--- src/hdl/nirt_pkg.sv ---
package nirt_pkg;

	localparam int HEADER_MARK_PULSES  = 346;
	localparam int HEADER_SPACE_PULSES = 173;
	localparam int BIT_MARK_PULSES     = 21;
	localparam int ONE_SPACE_PULSES    = 65;
	localparam int ZERO_SPACE_PULSES   = 21;

	localparam int HALF_W  = 11;
	localparam int TRAIN_W = 7;
	localparam int FRAME_W = 32;
	localparam int ADDR_W  = 16;

	localparam logic [TRAIN_W-1:0] LAST_TRAIN = TRAIN_W'(66);

	localparam logic [15:0] ADDRESS_RESET = 16'h10AF;

	localparam logic KIND_START = 1'b0;
	localparam logic KIND_TICK  = 1'b1;

	// a zero-length train still lasts one pulse
	function automatic logic [HALF_W-1:0] half_len(input int pulses);
		int p;
		p = (pulses < 1) ? 1 : pulses;
		return HALF_W'(2 * p);
	endfunction

	localparam logic [HALF_W-1:0] HDR_MARK_LEN  = half_len(HEADER_MARK_PULSES);
	localparam logic [HALF_W-1:0] HDR_SPACE_LEN = half_len(HEADER_SPACE_PULSES);
	localparam logic [HALF_W-1:0] BIT_MARK_LEN  = half_len(BIT_MARK_PULSES);
	localparam logic [HALF_W-1:0] ONE_SPACE_LEN = half_len(ONE_SPACE_PULSES);
	localparam logic [HALF_W-1:0] ZERO_SPACE_LEN = half_len(ZERO_SPACE_PULSES);

	typedef struct packed {
		logic       kind;
		logic [7:0] command;
		logic [7:0] check_byte;
		logic       auto_check;
	} in_item_t;

	typedef struct packed {
		logic ir_level;
		logic busy_res;
		logic frame_done;
		logic rejected;
	} out_item_t;

endpackage

--- src/hdl/nirt_if.sv ---
interface nirt_in_if;
	import nirt_pkg::*;
	logic     valid;
	logic     ready;
	in_item_t data;
	modport source (output valid, output data, input ready);
	modport sink (input valid, input data, output ready);
endinterface

interface nirt_out_if;
	import nirt_pkg::*;
	logic      valid;
	logic      ready;
	out_item_t data;
	modport source (output valid, output data, input ready);
	modport sink (input valid, input data, output ready);
endinterface

--- src/hdl/nirt_core.sv ---
module nirt_core (
	input  logic                          clk,
	input  logic                          arst_n,
	input  logic                          cfg_we,
	input  logic [nirt_pkg::ADDR_W-1:0]   cfg_wdata,
	input  logic                          accept,
	input  nirt_pkg::in_item_t            item,
	output nirt_pkg::out_item_t           result
);
	import nirt_pkg::*;

	logic [ADDR_W-1:0]  address_q;
	logic [FRAME_W-1:0] frame_bits_q;
	logic [TRAIN_W-1:0] train_index_q;
	logic [HALF_W-1:0]  half_count_q;
	logic               sending_q;

	logic [TRAIN_W-1:0] bit_off;
	logic               cur_bit;
	logic [HALF_W-1:0]  len;
	logic [HALF_W-1:0]  half_next;
	logic               train_end;
	logic [7:0]         chk;

	// bit spaces are odd trains from 3 up; bit position 31 - k is ~k in five bits
	assign bit_off = train_index_q - TRAIN_W'(2);
	assign cur_bit = frame_bits_q[~bit_off[5:1]];

	always_comb begin
		if (train_index_q == '0) begin
			len = HDR_MARK_LEN;
		end else if (train_index_q == TRAIN_W'(1)) begin
			len = HDR_SPACE_LEN;
		end else if (!train_index_q[0]) begin
			len = BIT_MARK_LEN;
		end else begin
			len = cur_bit ? ONE_SPACE_LEN : ZERO_SPACE_LEN;
		end
	end

	assign half_next = half_count_q + HALF_W'(1);
	assign train_end = half_next >= len;
	assign chk = item.auto_check ? ~item.command : item.check_byte;

	always_comb begin
		result = '0;
		if (item.kind == KIND_START) begin
			result.busy_res = 1'b1;
			result.rejected = sending_q;
		end else if (sending_q) begin
			result.busy_res   = 1'b1;
			result.ir_level   = !train_index_q[0] && !half_count_q[0];
			result.frame_done = train_end && (train_index_q >= LAST_TRAIN);
		end
	end

	always_ff @(posedge clk or negedge arst_n) begin
		if (!arst_n) begin
			address_q     <= ADDRESS_RESET;
			frame_bits_q  <= '0;
			train_index_q <= '0;
			half_count_q  <= '0;
			sending_q     <= 1'b0;
		end else begin
			if (cfg_we) begin
				address_q <= cfg_wdata;
			end
			if (accept) begin
				if (item.kind == KIND_START) begin
					if (!sending_q) begin
						frame_bits_q  <= {address_q, item.command, chk};
						train_index_q <= '0;
						half_count_q  <= '0;
						sending_q     <= 1'b1;
					end
				end else if (sending_q) begin
					if (train_end) begin
						half_count_q <= '0;
						if (train_index_q >= LAST_TRAIN) begin
							sending_q     <= 1'b0;
							train_index_q <= '0;
						end else begin
							train_index_q <= train_index_q + TRAIN_W'(1);
						end
					end else begin
						half_count_q <= half_next;
					end
				end
			end
		end
	end

endmodule

--- src/hdl/nec_ir_frame_transmitter.sv ---
// NEC-style infrared frame transmitter. A start item loads the frame word
// (configured 16-bit address, command, check byte or inverted command) and
// each tick item is one half carrier period; every item yields exactly one
// result item giving the emitter level and busy, done and rejected flags.
// The block takes one item per clock cycle while input ready is high: the
// frame timing is a train counter and a half-period counter updated in the
// accepting cycle, and results go into a two-entry output register, so
// input ready depends only on whether the second entry is occupied. The
// address register may be written at any time the block holds no item in
// flight.
module nec_ir_frame_transmitter (
	input  logic                        clk,
	input  logic                        arst_n,
	nirt_in_if.sink                     req,
	nirt_out_if.source                  rsp,
	input  logic                        cfg_we,
	input  logic [nirt_pkg::ADDR_W-1:0] cfg_wdata
);
	import nirt_pkg::*;

	out_item_t result;
	out_item_t out_q;
	out_item_t skid_q;
	logic      out_valid_q;
	logic      skid_valid_q;
	logic      push;
	logic      pop;

	assign req.ready = !skid_valid_q;
	assign push      = req.valid && req.ready;
	assign pop       = out_valid_q && rsp.ready;

	assign rsp.valid = out_valid_q;
	assign rsp.data  = out_q;

	nirt_core u_core (
		.clk       (clk),
		.arst_n    (arst_n),
		.cfg_we    (cfg_we),
		.cfg_wdata (cfg_wdata),
		.accept    (push),
		.item      (req.data),
		.result    (result)
	);

	always_ff @(posedge clk or negedge arst_n) begin
		if (!arst_n) begin
			out_valid_q  <= 1'b0;
			skid_valid_q <= 1'b0;
		end else begin
			if (push) begin
				if (!out_valid_q || pop) begin
					out_valid_q <= 1'b1;
				end else begin
					skid_valid_q <= 1'b1;
				end
			end else if (pop) begin
				if (skid_valid_q) begin
					skid_valid_q <= 1'b0;
				end else begin
					out_valid_q <= 1'b0;
				end
			end
		end
	end

	// payload side, no reset
	always_ff @(posedge clk) begin
		if (push) begin
			if (!out_valid_q || pop) begin
				out_q <= result;
			end else begin
				skid_q <= result;
			end
		end else if (pop && skid_valid_q) begin
			out_q <= skid_q;
		end
	end

endmodule

--- src/flat_wrapper.sv ---
// flat-port wrapper written by rule: the top's interface ports become plain ports
module nec_ir_frame_transmitter_flat import nirt_pkg::*;
  (clk, arst_n, cfg_we, cfg_wdata, req_valid, req_data, req_ready, rsp_valid, rsp_data, rsp_ready);
  nirt_in_if req_i ();
  nirt_out_if rsp_i ();
  input  logic clk;
  input  logic arst_n;
  input  logic cfg_we;
  input  logic [nirt_pkg::ADDR_W-1:0] cfg_wdata;
  input wire logic [$bits(req_i.valid)-1:0] req_valid;
  input wire logic [$bits(req_i.data)-1:0] req_data;
  output wire logic [$bits(req_i.ready)-1:0] req_ready;
  output wire logic [$bits(rsp_i.valid)-1:0] rsp_valid;
  output wire logic [$bits(rsp_i.data)-1:0] rsp_data;
  input wire logic [$bits(rsp_i.ready)-1:0] rsp_ready;
  assign req_i.valid = req_valid;
  assign req_i.data = req_data;
  assign req_ready = req_i.ready;
  assign rsp_valid = rsp_i.valid;
  assign rsp_data = rsp_i.data;
  assign rsp_i.ready = rsp_ready;
  nec_ir_frame_transmitter u_core (.clk(clk), .arst_n(arst_n), .req(req_i), .rsp(rsp_i), .cfg_we(cfg_we), .cfg_wdata(cfg_wdata));
endmodule
--- config.mk ---
export PLATFORM = sky130hd
export DESIGN_NAME = nec_ir_frame_transmitter_flat
export DESIGN_NICKNAME = d
export VERILOG_FILES = /design/src/hdl/nirt_pkg.sv /design/src/hdl/nirt_if.sv /design/src/hdl/nirt_core.sv /design/src/hdl/nec_ir_frame_transmitter.sv /design/src/flat_wrapper.sv
export SDC_FILE = /design/constraint.sdc
export NUM_CORES = 1
export LEC_CHECK = 0
export ABC_AREA = 1
export BUFFER_PORTS_ARGS = -buffer_cell sky130_fd_sc_hd__buf_2
export CORE_MARGIN = 5
export CORE_UTILIZATION = 40
export CTS_CLUSTER_SIZE = 30
export DETAILED_ROUTE_END_ITERATION = 12
export GPL_ROUTABILITY_DRIVEN = 0
export PLACE_DENSITY = 0.57
export SYNTH_ARGS = -nofsm -noshare
export SYNTH_HDL_FRONTEND = slang
export SYNTH_SLANG_ARGS = --single-unit
--- constraint.sdc ---
create_clock -name clk -period 3.45 [get_ports clk]
set_clock_uncertainty 0.15 [all_clocks]
set_input_delay 0.5175 -clock clk [delete_from_list [all_inputs] [get_ports clk]]
set_output_delay 0.5175 -clock clk [all_outputs]
set_load 0.02 [all_outputs]
==> qor.txt, run 1 <==
RSZ-0062 raised after global routing = false
Tot GR Track Use = 0.1515
CP Capture Type = flop
ANT nets after route = 0
Syn_area_per_cell = 8.005 um2
Setup CP Type = flop to flop
Synth unique cells = 40
Slowest Stage Delay on Critical Path = 0.42 ns
Final hold viol count = 0
Area share of the largest cell type after synthesis = 0.3706
First-pass GRT wire length = 15.77 mm
Seq/Total Area, Yosys = 0.4719
Worst setup SP type = flop
Outcome = finished, final reports clean
Max Root-Sink Buffers = 2
DRT iter0 DRCs = 190
Post-DR vias/cell = 4.758
CTS clk-pin slew, worst paths = 0.08 ns
Rel. slew slack = 0.4872
Worst path cell trace = inv_4 > ha_2 > inv_1 > nand3_1 > nand3_1 > nand3_1 > nand2_1 > nand2_1 > nand3_1 > a21oi_1 > ha_1 > nand2_1 > o21a_1 > nand2_1 > nand2_1 > nand3_4 > nand3_1 > inv_1
Number of synthesized flops with an enable pin = 8
Synthesized instance count = 523
Vias in the first global route = 3384
Post-DP HPWL = 6.882 mm
Final WL = 8.892 mm
Top layer reached by signal wires = met4
Layout cells sized above 1 = 0.1652
CTS-repair resized insts = 0
Die X-Extent = 112.3 um
Worst Tran Pin Value = 0.7673 ns
Worst skew pair latency = 0.36 ns
Initial antenna violation count = 0
R2R depth = 18
Slew Viols, Final = 0
Static Leakage = 2.432 nW
HP Class = primary input to asynchronous set/reset pin
WL met1 = 4.428 mm
Diode count = 0
Util after Layout = 0.4658
DR WL met3 = 291 um
Input/output buffers = 44
Synth Cell Area = 4187 um2
Met2 Routed Length = 4.032 mm
Nets = 628
Root Driver = clkbuf_8
#FFs+latches synth = 77
Router iterations before antenna repair = 4
Fmax achieved = 0.3146 GHz
Post-synth ARST share = 0.8961
Drt wl/cell = 12.51 um
Gr ovfl total = 0
Part of the cycle the worst path needs = 0.9212
Final worst slack = 0.2718 ns
Vias = 3383
Tmin final = 3.178 ns
Max Cap Viol = 0
DP Area = 4551 um2
H-tree depth = 3
Area delta synth->final = 14.35%
Cts bufs inserted = 9
Core area = 10280 um2
Setup TNS Final = 0 ns
Remaining DRCs = 0
Top cells by area, synth = dfrtp_1, nand2_1, o21ai_0, edfxtp_1, ha_1
Yosys warnings = 0
Leading area contributor after synthesis = dfrtp_1
PwrDens = 376.4 nW/um2
CTS sink count = 77
Max rail drop VDD = 154.3 uV
# Post-CTS Setup Buffers = 0
Net Count, Synth = 581
Min Hold Slack = 0.02521 ns
Largest net degree at the start of global routing = 33
Worst endpoint required time = 3.42 ns
CP Max Fanout = 20
Hold buffers post-CTS = 0
Row count = 37
Final std cell area, no fill = 4787 um2
Dominant synthesized flop cell = dfrtp_1
Final Setup Violations = 0
I/O pin cnt = 45
Initial Util = 0.4074
TritonCTS clock tree = done
Slowest-stage cell, CP = dfrtp_1
Pre-CTS setup slack = 0.2207 ns
Chip height = 112.3 um
Die area = 12610 um2
Arrival @ worst endpoint = 3.15 ns
==> registers in the layout, indices dropped and copies added (netlist names) <==
signal                       count
u_core.rsp.data                  4
u_core.rsp.valid                 1
u_core.skid_q                    4
u_core.skid_valid_q              1
u_core.u_core.address_q         16
u_core.u_core.frame_bits_q      32
u_core.u_core.half_count_q      11
u_core.u_core.sending_q          1
u_core.u_core.train_index_q      7
==> report_power, final <==
group | internal (mW) | switching [mW] | leakage, nW
clock | 0.433 | 0.353 | 0.117
combinational | 0.0274 | 0.0497 | 1.37
sequential | 0.935 | 0.00373 | 0.942
total | 1.40 | 0.406 | 2.43
==> cell type report <==
cell class / count / area [um2]
Fill cell: 1060 / 5490
Sequential cell: 77 / 1977
Clock buffer: 10 / 137.6
Inverter: 59 / 224.0
Clock inverter: 6 / 95.09
Timing Repair Buffer: 51 / 272.8
Multi-Input combinational cell: 372 / 1911
Tap cell: 136 / 170.2
==> per-stage QoR <==
step	std cells	total power, mW
floorplan	523	0.9851
global placement	695	1.034
detailed placement	695	1.037
CTS	711	1.828
global route	711	1.883
finish	711	1.802
==> worst max-delay path, delay by kind of cell, from the launching register on <==
kind,cells,cell delay [ns]
AOI/OAI and AO/OA,2,0.22
adders and majority gates,2,0.64
DFF,1,0.42
and+or+nand+nor,11,1.07
buffers and inverters,3,0.45
==> final timing paths <==
path	start	endpoint	slack (ns)
max reg2reg	u_core.u_core.train_index_q[1]	u_core.skid_q[1]	0.27
max	u_core.u_core.train_index_q[1]	u_core.skid_q[1]	0.27
max in group asynchronous	arst_n	u_core.u_core.train_index_q[2]	2.35
min reg2reg	u_core.u_core.address_q[2]	u_core.u_core.address_q[2]	0.34
min in group clk	cfg_wdata[13]	u_core.u_core.address_q[13]	0.21
min	arst_n	u_core.u_core.half_count_q[7]	0.03
==> logic make-up (layout without fill, tap and decap cells) <==
logic type / after synthesis / count (layout) / synth area share
xor gates and xnor gates: 11 / 11 / 0.02301
DFF: 77 / 77 / 0.4719
buffers and inverters: 74 / 126 / 0.07233
and+or+nand+nor: 270 / 270 / 0.2830
AOI/OAI and AO/OA: 72 / 72 / 0.09295
adders and majority gates: 19 / 19 / 0.05678
==> placed cells by master, fill, tap and decap left out, types with 2 or more instances in the layout <==
cell type / n
buf_4: 7
buf_2: 44
inv_1: 53
edfxtp_1: 8
dfstp_2: 7
nor2_1: 9
nand2_2: 2
nand3_1: 47
o21ai_0: 51
clkbuf_8: 10
nand2_1: 188
inv_2: 5
o21a_1: 2
xor2_1: 10
o21ai_1: 8
clkinv_4: 3
bufinv_16: 2
dfrtp_1: 61
nor2_2: 3
nor3_1: 10
ha_1: 18
a21oi_1: 5
==> Yosys cell counts (2+ instances only) <==
master and count:
nand2_1 188, dfrtp_1 62, inv_1 53, o21ai_0 51
nand3_1 47, ha_1 19, nor3_1 10, xor2_1 10
nor2_1 9, edfxtp_1 8, o21ai_1 8, dfstp_2 7
buf_2 6, clkbuf_1 6, a21oi_1 5, inv_2 5
nor2_2 3, buf_4 2, nand2_2 2, o21a_1 2
==> routing by layer <==
layer  global-route usage  up-vias
li1                     -     1769
met1               0.2016     1556
met2               0.2392       46
met3              0.03504       12
met4              0.06090        0
met5                    0        -
Power figures use the tool's default switching activity.
==> run 2, diff against run 1 <==
--- a/config.mk
+++ b/config.mk
@@ -5,14 +5,13 @@
 export SDC_FILE = /design/constraint.sdc
 export NUM_CORES = 1
 export LEC_CHECK = 0
-export ABC_AREA = 1
 export BUFFER_PORTS_ARGS = -buffer_cell sky130_fd_sc_hd__buf_2
 export CORE_MARGIN = 5
 export CORE_UTILIZATION = 40
 export CTS_CLUSTER_SIZE = 30
 export DETAILED_ROUTE_END_ITERATION = 12
 export GPL_ROUTABILITY_DRIVEN = 0
-export PLACE_DENSITY = 0.57
+export PLACE_DENSITY = 0.55
 export SYNTH_ARGS = -nofsm -noshare
 export SYNTH_HDL_FRONTEND = slang
 export SYNTH_SLANG_ARGS = --single-unit
==> constraint.sdc (replaced) <==
create_clock -name clk -period 3.7 [get_ports clk]
set_clock_uncertainty 0.15 [all_clocks]
set_input_delay 0.555 -clock clk [delete_from_list [all_inputs] [get_ports clk]]
set_output_delay 0.555 -clock clk [all_outputs]
set_load 0.02 [all_outputs]
==> qor.txt, run 2 <==
Static Leakage = 2.275 nW
Area delta synth->final = 20.75%
Drt wl/cell = 14.80 um
Post-DR vias/cell = 5.100
Tot GR Track Use = 0.1380
Leading area contributor after synthesis = dfrtp_1
#FFs+latches synth = 77
Diode count = 0
Hold buffers post-CTS = 0
Router iterations before antenna repair = 4
Max Cap Viol = 0
Top cells by area, synth = dfrtp_1, mux2_2, edfxtp_1, ha_1, dfstp_2
Yosys warnings = 0
Slew Viols, Final = 0
First-pass GRT wire length = 13.88 mm
Nets = 471
Slowest Stage Delay on Critical Path = 0.54 ns
WL met1 = 3.831 mm
Largest net degree at the start of global routing = 38
Setup CP Type = flop to flop
Final WL = 8.154 mm
Chip height = 110.4 um
Fmax achieved = 0.2650 GHz
Pre-CTS setup slack = -0.1076 ns
Worst skew pair latency = 0.36 ns
Part of the cycle the worst path needs = 1.020
Tmin final = 3.773 ns
Vias in the first global route = 2838
Max reg flops = 32
DRT iter0 DRCs = 105
Dominant synthesized flop cell = dfrtp_1
R2R depth = 15
Number of synthesized flops with an enable pin = 8
DR WL met3 = 291 um
Most frequent cell after synthesis = dfrtp_1
Final Setup Violations = 4
Post-synth top cells = dfrtp_1, mux2_2, nand2_1
Arrival @ worst endpoint = 3.89 ns
H-tree depth = 3
Initial antenna violation count = 0
Gr ovfl total = 0
Row count = 36
Core area = 9819 um2
Largest registers = u_core.u_core.frame_bits_q (32), u_core.u_core.address_q (16), u_core.u_core.half_count_q (11)
Die X-Extent = 110.4 um
Reg2Reg Setup Slack = -0.07 ns
Min Hold Slack = 0.09379 ns
Seq/Total Area, Yosys = 0.4898
Worst endpoint required time = 3.81 ns
RR Endpoint = u_core.u_core.train_index_q[1]
Most frequent cells in the layout = dfrtp_1, buf_2, mux2_2
Die area = 12190 um2
TritonCTS clock tree = done
PwrDens = 409.8 nW/um2
Worst setup SP type = flop
CP Max Fanout = 6
Synth Cell Area = 4034 um2
Synthesized instance count = 351
Final worst slack = -0.07329 ns
Final hold viol count = 0
Largest Register = u_core.u_core.frame_bits_q
Multi-input gate area = 2041 um2
Syn_area_per_cell = 11.49 um2
RSZ-0062 raised after global routing = true
CTS sink count = 77
Failing checks = negative setup slack
Met2 Routed Length = 3.895 mm
DP Area = 4487 um2
Input/output buffers = 44
Post-DP HPWL = 5.933 mm
Net Count, Synth = 409
Layout cells sized above 1 = 0.3923
Remaining DRCs = 0
Worst path cell trace = inv_4 > ha_4 > xor2_4 > mux4_2 > mux2i_1 > mux2i_1 > a31oi_2 > a21boi_1 > ha_1 > nand4_1 > o221ai_2 > a211oi_4 > buf_4 > a21oi_2 > mux2i_2
HP Class = primary input to asynchronous set/reset pin
Outcome = finished, violations left
Worst Tran Pin Value = 0.7615 ns
Final std cell area, no fill = 4871 um2
Synth unique cells = 50
Post-synth ARST share = 0.8961
Util after Layout = 0.4961
Initial Util = 0.4108
Slowest-stage cell, CP = mux4_2
Root Driver = clkbuf_8
Cts bufs inserted = 9
I/O pin cnt = 45
Max rail drop VDD = 245.2 uV
FILL cells = 948
Most frequent cell on the critical path = mux2i_1
Rel. slew slack = 0.4917
Most common cell after layout, fill and taps aside = dfrtp_1
CP Capture Type = flop
Area share of the largest cell type after synthesis = 0.3846
CTS clk-pin slew, worst paths = 0.08 ns
ANT nets after route = 0
FF+latch area = 1976 um2
Max Root-Sink Buffers = 2
FF-to-FF Start = u_core.u_core.train_index_q[1]
Vias = 2810
Top layer reached by signal wires = met4
## run 2: how the worst max path moves through the flow
stage                                    from                        endpoint  slack (ns)  depth (start not counted)
2_1_floorplan  u_core.u_core.train_index_q[1]              u_core.rsp.data[1]        0.02                         16
3_3_place_gp   u_core.u_core.train_index_q[2]  u_core.u_core.train_index_q[2]       -0.03                         15
3_5_place_dp   u_core.u_core.train_index_q[2]  u_core.u_core.train_index_q[5]       -0.11                         15
4_1_cts        u_core.u_core.train_index_q[1]   u_core.u_core.half_count_q[6]       -0.05                         14
5_1_grt        u_core.u_core.train_index_q[1]  u_core.u_core.train_index_q[1]       -0.24                         15
6_report       u_core.u_core.train_index_q[1]  u_core.u_core.train_index_q[1]       -0.07                         15
## run 2: layout make-up
type	instances	share of cell area
clock buffer	9	0.02543
clock inverter	7	0.01618
inverter	20	0.01593
multi-input combinational	237	0.4190
sequential	77	0.4056
tap	133	0.03416
timing repair buffer	68	0.08374
## run 2: logic make-up (layout without fill, tap and decap cells)
family | after synthesis | count (layout) | share of synthesized area
multiplexers | 56 | 56 | 0.1756
buffers and inverters | 38 | 104 | 0.03784
AO/OA/AOI/OAI | 66 | 67 | 0.1036
adder cells (fa/ha/maj) | 19 | 19 | 0.05893
flip-flops | 77 | 77 | 0.4898
AND/OR/NAND/NOR | 84 | 84 | 0.1086
XOR/XNOR | 11 | 11 | 0.02575
## run 2: what timing repair did
item | in CTS | in global routing
setup endpoints to repair | 15 | 20
gates cloned | 0 | 1
resized for setup | 4 | 21
setup buffers | 2 | 9
pin swaps | 3 | 7
## run 2: layer usage
layer,up-vias,track usage
li1,1389,-
met1,1361,0.1816
met2,47,0.2176
met3,13,0.03665
met4,0,0.05337
met5,-,0
## run 2: stage by stage
step,setup TNS [ns],instances,total power [mW]
floorplan,0,351,1.208
global placement,-0.1679,524,1.325
detailed placement,-0.6950,524,1.328
CTS,-0.1901,542,2.000
global route,-1.828,551,2.111
finish,-0.2044,551,1.996
## run 2: critical path, delay by kind of cell, from the launching register on
family | cells | cell delay [ns]
adders and majority gates | 2 | 0.45
and+or+nand+nor | 1 | 0.11
AOI/OAI and AO/OA | 5 | 0.97
xor gates and xnor gates | 1 | 0.27
buffers and inverters | 2 | 0.23
muxes | 4 | 1.09
DFF | 1 | 0.41
## run 2: where the power goes
part	internal [mW]	leakage [nW]	switching, mW
registers	0.932	0.960	0.0509
clock network	0.322	0.106	0.348
logic	0.146	1.21	0.198
total	1.40	2.27	0.596
